<file path="config.mk">
export PLATFORM = sky130hd
export DESIGN_NAME = ctil_ctrl
export DESIGN_NICKNAME = d
export VERILOG_FILES = /design/src/rtl/core/coef_table_log_interpolator_macros.svh /design/src/rtl/core/ctil_pkg.sv /design/src/rtl/core/ctil_ctrl.sv
export SDC_FILE = /design/constraint.sdc
export NUM_CORES = 1
export LEC_CHECK = 0
export BUFFER_PORTS_ARGS = -buffer_cell sky130_fd_sc_hd__buf_2
export CAP_MARGIN = 20
export CORE_ASPECT_RATIO = 1.5
export CORE_MARGIN = 5
export CORE_UTILIZATION = 45
export CTS_CLUSTER_DIAMETER = 50
export DETAILED_ROUTE_END_ITERATION = 8
export MAX_ROUTING_LAYER = met4
export PLACE_DENSITY = 0.79
export SETUP_SLACK_MARGIN = 0.05
export SLEW_MARGIN = 20
export SYNTH_ARGS = -nofsm -noshare
export SYNTH_HDL_FRONTEND = slang
export SYNTH_SLANG_ARGS = --single-unit
</file>
<file path="constraint.sdc">
create_clock -name clk -period 1.7 [get_ports clk]
set_clock_uncertainty 0.1 [all_clocks]
set_input_delay 0.425 -clock clk [delete_from_list [all_inputs] [get_ports clk]]
set_output_delay 0.425 -clock clk [all_outputs]
set_load 0.05 [all_outputs]
</file>
<file path="src/rtl/core/coef_table_log_interpolator_macros.svh">
// assertion macros for the coefficient table datapath
`ifndef COEF_TABLE_LOG_INTERPOLATOR_MACROS_SVH
`define COEF_TABLE_LOG_INTERPOLATOR_MACROS_SVH

// same-cycle implication, checked outside reset
`define CTIL_ASSERT_NOW(label, ante, cons, msg) \
	label: assert property (@(posedge clk) disable iff (!arst_n) (ante) |-> (cons)) \
		else $error(msg);

// next-cycle implication, checked outside reset
`define CTIL_ASSERT_NEXT(label, ante, cons, msg) \
	label: assert property (@(posedge clk) disable iff (!arst_n) (ante) |=> (cons)) \
		else $error(msg);

`endif

</file>
<file path="src/rtl/core/ctil_pkg.sv">
// package: sizes, codes and controller/datapath interface types
package ctil_pkg;

	localparam int TABLE_ENTRIES   = 64;
	localparam int COEFS_PER_ENTRY = 15;
	localparam int IDX_W           = $clog2(TABLE_ENTRIES);
	localparam int COEF_DEPTH      = TABLE_ENTRIES * COEFS_PER_ENTRY;
	localparam int COEF_AW         = $clog2(COEF_DEPTH);
	localparam int K_W             = 4;
	localparam int HDR_W           = 40;
	localparam int LOG_FRAC        = 24;
	localparam int LOG_W           = 28;
	localparam int T_W             = 17;
	localparam int CNT_W           = $clog2(TABLE_ENTRIES + 1) > 5 ? $clog2(TABLE_ENTRIES + 1) : 5;
	localparam int DIV_STEPS       = 17;

	localparam logic [1:0] OP_HEADER     = 2'd0;
	localparam logic [1:0] OP_COEF       = 2'd1;
	localparam logic [1:0] OP_LOOKUP     = 2'd2;
	localparam logic [1:0] OP_INVALIDATE = 2'd3;

	localparam logic [1:0] HOW_EXACT  = 2'd0;
	localparam logic [1:0] HOW_CLAMP  = 2'd1;
	localparam logic [1:0] HOW_INTERP = 2'd2;

	localparam logic [1:0] LOG_Q = 2'd0;
	localparam logic [1:0] LOG_L = 2'd1;
	localparam logic [1:0] LOG_H = 2'd2;

	typedef struct packed {
		logic             load;
		logic             clear;
		logic             scan_rd;
		logic [IDX_W-1:0] scan_addr;
		logic             decide;
		logic             out_none;
		logic             log_go;
		logic [1:0]       log_sel;
		logic             div_init;
		logic             div_step;
		logic             rd_lo;
		logic             rd_hi;
		logic             mul;
		logic             out_coef;
		logic [K_W-1:0]   k;
	} cmd_t;

	typedef struct packed {
		logic any;
		logic direct;
		logic log_done;
	} status_t;

endpackage

</file>
<file path="src/rtl/core/ctil_ctrl.sv">
// controller state machine: scan, decide, log, divide and coefficient sequencing
module ctil_ctrl (
	input  logic               clk,
	input  logic               arst_n,
	input  logic               start,
	input  logic [1:0]         opcode,
	input  ctil_pkg::status_t  st,
	output logic               busy,
	output ctil_pkg::cmd_t     cmd
);

	localparam logic [2:0] ST_IDLE   = 3'd0;
	localparam logic [2:0] ST_SCAN   = 3'd1;
	localparam logic [2:0] ST_DECIDE = 3'd2;
	localparam logic [2:0] ST_LOGQ   = 3'd3;
	localparam logic [2:0] ST_LOGL   = 3'd4;
	localparam logic [2:0] ST_LOGH   = 3'd5;
	localparam logic [2:0] ST_DIV    = 3'd6;
	localparam logic [2:0] ST_COEF   = 3'd7;

	logic [2:0]                     state_q, state_d;
	logic [ctil_pkg::CNT_W-1:0]     cnt_q, cnt_d;
	logic [ctil_pkg::K_W-1:0]       k_q, k_d;
	logic [1:0]                     step_q, step_d;
	logic                           accept;

	assign accept = start && (state_q == ST_IDLE);
	assign busy   = (state_q != ST_IDLE);

	always_comb begin
		state_d = state_q;
		cnt_d   = cnt_q;
		k_d     = k_q;
		step_d  = step_q;
		cmd     = '0;
		cmd.k   = k_q;
		cmd.scan_addr = cnt_q[ctil_pkg::IDX_W-1:0];
		unique case (state_q)
			ST_IDLE: begin
				if (accept) begin
					if (opcode == ctil_pkg::OP_LOOKUP) begin
						cmd.clear = 1'b1;
						cnt_d     = '0;
						state_d   = ST_SCAN;
					end else begin
						cmd.load = 1'b1;
					end
				end
			end
			ST_SCAN: begin
				if (cnt_q < ctil_pkg::CNT_W'(ctil_pkg::TABLE_ENTRIES)) begin
					cmd.scan_rd = 1'b1;
					cnt_d = cnt_q + 1'b1;
				end else begin
					state_d = ST_DECIDE;
				end
			end
			ST_DECIDE: begin
				cmd.decide = 1'b1;
				cnt_d  = '0;
				k_d    = '0;
				step_d = '0;
				if (!st.any) begin
					cmd.out_none = 1'b1;
					state_d = ST_IDLE;
				end else if (st.direct) begin
					state_d = ST_COEF;
				end else begin
					state_d = ST_LOGQ;
				end
			end
			ST_LOGQ, ST_LOGL, ST_LOGH: begin
				unique case (state_q)
					ST_LOGQ: cmd.log_sel = ctil_pkg::LOG_Q;
					ST_LOGL: cmd.log_sel = ctil_pkg::LOG_L;
					default: cmd.log_sel = ctil_pkg::LOG_H;
				endcase
				if (cnt_q == '0) begin
					cmd.log_go = 1'b1;
					cnt_d = ctil_pkg::CNT_W'(1);
				end
				if (st.log_done) begin
					cnt_d = '0;
					unique case (state_q)
						ST_LOGQ: state_d = ST_LOGL;
						ST_LOGL: state_d = ST_LOGH;
						default: state_d = ST_DIV;
					endcase
				end
			end
			ST_DIV: begin
				if (cnt_q == '0) begin
					cmd.div_init = 1'b1;
				end else begin
					cmd.div_step = 1'b1;
				end
				cnt_d = cnt_q + 1'b1;
				if (cnt_q == ctil_pkg::CNT_W'(ctil_pkg::DIV_STEPS)) begin
					step_d  = '0;
					k_d     = '0;
					state_d = ST_COEF;
				end
			end
			ST_COEF: begin
				step_d = step_q + 2'd1;
				unique case (step_q)
					2'd0: cmd.rd_lo = 1'b1;
					2'd1: cmd.rd_hi = 1'b1;
					2'd2: cmd.mul   = 1'b1;
					default: begin
						cmd.out_coef = 1'b1;
						if (k_q == ctil_pkg::K_W'(ctil_pkg::COEFS_PER_ENTRY - 1)) begin
							state_d = ST_IDLE;
						end else begin
							k_d = k_q + 1'b1;
						end
					end
				endcase
			end
			default: state_d = ST_IDLE;
		endcase
	end

	always_ff @(posedge clk or negedge arst_n) begin
		if (!arst_n) begin
			state_q <= ST_IDLE;
			cnt_q   <= '0;
			k_q     <= '0;
			step_q  <= '0;
		end else begin
			state_q <= state_d;
			cnt_q   <= cnt_d;
			k_q     <= k_d;
			step_q  <= step_d;
		end
	end

endmodule

</file>
==> impl_metrics.py <==
metrics = {
    "status": {
        "status": "finished with violations",
        "violations": "negative setup slack",
    },
    "detailed_routing": {
        "wl_mm": 6.88,
        "wl_per_cell_um": 23.4,
        "antenna_left": 0,
        "route.detailed.drc": 0,
        "via_count": 1775,
        "drtIter0Drc": 140,
        "firstDrtPassIters": 4,
        "drt-vias-per-instance": 6.04,
    },
    "yosys": {
        "yosysWarnings": 0,
        "async_flop_share": 1.00,
        "syn_nets": 168,
        "mappedNetlistArea_um2": 1400,
        "syn_inst": 151,
        "syn_area_per_cell_um2": 9.26,
        "synth_edf_count": 0,
        "synthMuxAreaShare": 0.0313,
        "synth_ff_type": "dfrtp_1",
        "ys_seq_area_frac": 0.286,
        "synth_fa_ha_area_frac": 0.0806,
        "ys_types": 53,
        "synth_xor_area_frac": 0,
        "synth_top_family_by_area": "simple AND/OR/NAND/NOR gates",
        "synthSimpleGateAreaFrac": 0.259,
        "synth_seq_cells": 16,
        "synth_compound_area_frac": 0.241,
    },
    "critical_path": {
        "worst_ep_arrival_time_ns": 1.54,
        "required_ns": 1.17,
        "cp_slowest_cell": "dfrtp_1",
        "slowest_delay_ns": 0.41,
        "end_kind": "output pin",
        "crit_fanout": 4,
        "path_cells": "nor4_4, nand3_4, nor2_4, buf_6",
        "critical_path.startpoint_type": "flop",
        "setup.worst_path.class": "flop to output pin",
    },
    "pwr": {
        "sequentialPowerShare": 0.137,
        "cellPowerDensity_nw_per_um2": 1750,
        "intPower_mw": 2.48,
        "vdd_drop_max_mv": 1.41,
        "power_frac_comb": 0.786,
        "power.share.clock": 0.077,
        "leakage_nw": 1.28,
        "p_switching_mw": 2.25,
        "power_mw": 4.73,
        "p_sw_frac": 0.475,
    },
    "die": {
        "ios": 33,
        "fp.coreArea_um2": 2940,
        "start_util": 0.475,
        "fp-row-count": 24,
        "dieArea_um2": 4340,
        "die_h_um": 78.3,
        "die-width_um": 55.5,
    },
    "clocking": {
        "path_clk_slew_ns": 0.07,
        "max-clock-path-buffers": 2,
        "cts_tree": "built",
        "cts-buffers-inserted": 3,
        "clockRootBuffer": "clkbuf_8",
        "clock_sinks": 16,
        "h-tree-depth": 1,
        "clk_latency_ns": 0.27,
    },
    "timing": {
        "fin_crit_sh": 1.22,
        "tns_ns": -7.33,
        "fmax_mhz": 483,
        "fin_crit_ns": 2.07,
        "maxSlewViolCount": 0,
        "worst_pin_slew_ns": 0.439,
        "setup_ws_ns": -0.369,
        "maxSlewHeadroom": 0.707,
        "setup_violations": 31,
        "hold_viol": 0,
        "rsz0062_at_grt": "true",
    },
    "flow_run": {
        "maxCapViolCount": 0,
    },
    "grt": {
        "grt.overflow.total": 0,
        "grt_max_degree": 17,
        "grt_pass1_wl_mm": 9.40,
        "grt_usage": 0.286,
        "grt_pass1_vias": 1916,
        "antenna_found_initial": 0,
    },
    "cells_and_area": {
        "fin_cells": 294,
        "drive_above_1_share": 0.678,
        "syn_to_final_growth_pct": 93.6,
        "fin_nets": 273,
        "finish.utilization": 0.919,
        "antenna_cells": 0,
    },
    "placement": {
        "port_buffers": 32,
        "preCtsSetupSlack_ns": -0.202,
        "post-dp-hpwl_mm": 3.32,
        "gp_congestion": 0.930,
        "dp.cells": 254,
    },
    "min_path": {
        "worst_hold_path_type": "flop to flop",
    },
}
[worst paths after layout]
path,start,end,slack (ns),depth (start not counted)
setup / recovery,cnt_q[3]$_DFFE_PN0P_,cmd[9],-0.37,4
hold / removal,k_q[3]$_DFFE_PN0P_,k_q[3]$_DFFE_PN0P_,0.47,1
setup reg to reg,cnt_q[3]$_DFFE_PN0P_,cnt_q[3]$_DFFE_PN0P_,-0.30,5
hold reg to reg,k_q[3]$_DFFE_PN0P_,k_q[3]$_DFFE_PN0P_,0.47,1
max in group asynchronous,arst_n,k_q[3]$_DFFE_PN0P_,0.62,2
min in group asynchronous,arst_n,step_q[0]$_DFFE_PN0P_,0.54,2
[final cells by class]
cell class                 instances  area, um2
multi-input combinational        111       1120
timing repair buffer             114       1030
inverter                          10       45.0
clock buffer                       4       55.1
sequential                        16        408
tap                               39       48.8
fill                             113        238
[worst max-delay path: cells and delay by family, from the launching register on]
family,cells,cell delay (ns)
DFF,1,0.41
and+or+nand+nor,3,0.70
buffers and inverters,1,0.16
[power by group through the flow]
stage / registers [mW] / clock network (mW) / logic (mW)
floorplan: 0.710 / 0 / 1.70
global route: 0.652 / 0.375 / 3.90
detailed placement: 0.642 / 0 / 2.49
CTS: 0.622 / 0.356 / 3.26
global placement: 0.627 / 0 / 2.40
finish: 0.646 / 0.366 / 3.71
[routing by layer]
| metal | GRT usage | wire length [um] | share of wire | vias to the layer above |
|---|---|---|---|---|
| met1 | 0.264 | 2300 | 0.33 | 856 |
| li1 | - | - | - | 758 |
| met3 | 0.0411 | 398 | 0.058 | 42 |
| met4 | 0.209 | 445 | 0.065 | 0 |
| met5 | - | 0 | 0 | - |
| met2 | 0.526 | 3740 | 0.54 | 119 |
[cell usage in the layout, fill, tap and decap left out, types with 3 or more instances in the layout]
cell,Yosys,layout
buf_2,3,15
nor2_1,13,8
ha_1,9,8
buf_8,0,9
nor2_4,0,5
dfrtp_2,0,6
dfrtp_1,16,10
and2_4,0,4
inv_1,9,8
clkbuf_8,0,4
nand2b_1,6,4
buf_6,3,31
a21oi_1,3,3
nor3_4,0,3
a32o_1,4,4
nand3_1,8,7
buf_4,7,56
a221o_1,5,5
nand2_1,8,5
[per-stage QoR]
stage	hold WS [ns]	cell area, um2
after detailed placement	0.279	2010
after global placement	0.269	2010
after floorplan	0.0294	1580
after global routing	0.515	2710
final	0.471	2710
after CTS	0.00250	2530
[logic make-up after synthesis]
group           after synthesis
simple gates                 61
compound gates               37
buf+inv                      24
flops                        16
fa+ha+maj                     9
mux                           4
[Yosys cell counts, drive strengths merged (3+ instances only)]
library cell | number | area share
a21oi | 4 | 0.017
a221o | 5 | 0.036
a32o | 4 | 0.029
and2 | 4 | 0.018
and3 | 4 | 0.022
buf | 13 | 0.073
dfrtp | 16 | 0.29
ha | 9 | 0.081
inv | 10 | 0.027
mux2 | 3 | 0.024
nand2 | 9 | 0.030
nand2b | 6 | 0.027
nand3 | 9 | 0.036
nor2 | 13 | 0.035
nor3 | 4 | 0.014
o21ai | 3 | 0.011
o31ai | 3 | 0.020
[registers in the layout, indices dropped and copies added, names as in the netlist]
| register | count |
|---|---|
| k_q | 4 |
| step_q | 2 |
| state_q | 3 |
| cnt_q | 7 |
[repair_timing]
| item | CTS | global route |
|---|---|---|
| setup endpoints to repair | 31 | 33 |
| hold buffers | 0 | 1 |
| cloned | 0 | 0 |
| gates resized for setup | 75 | 24 |
| pin swaps | 24 | 11 |
| endpoints found under the hold margin | 0 | 2 |
| buffers inserted | 27 | 10 |
(Power assumes the default switching activity.)
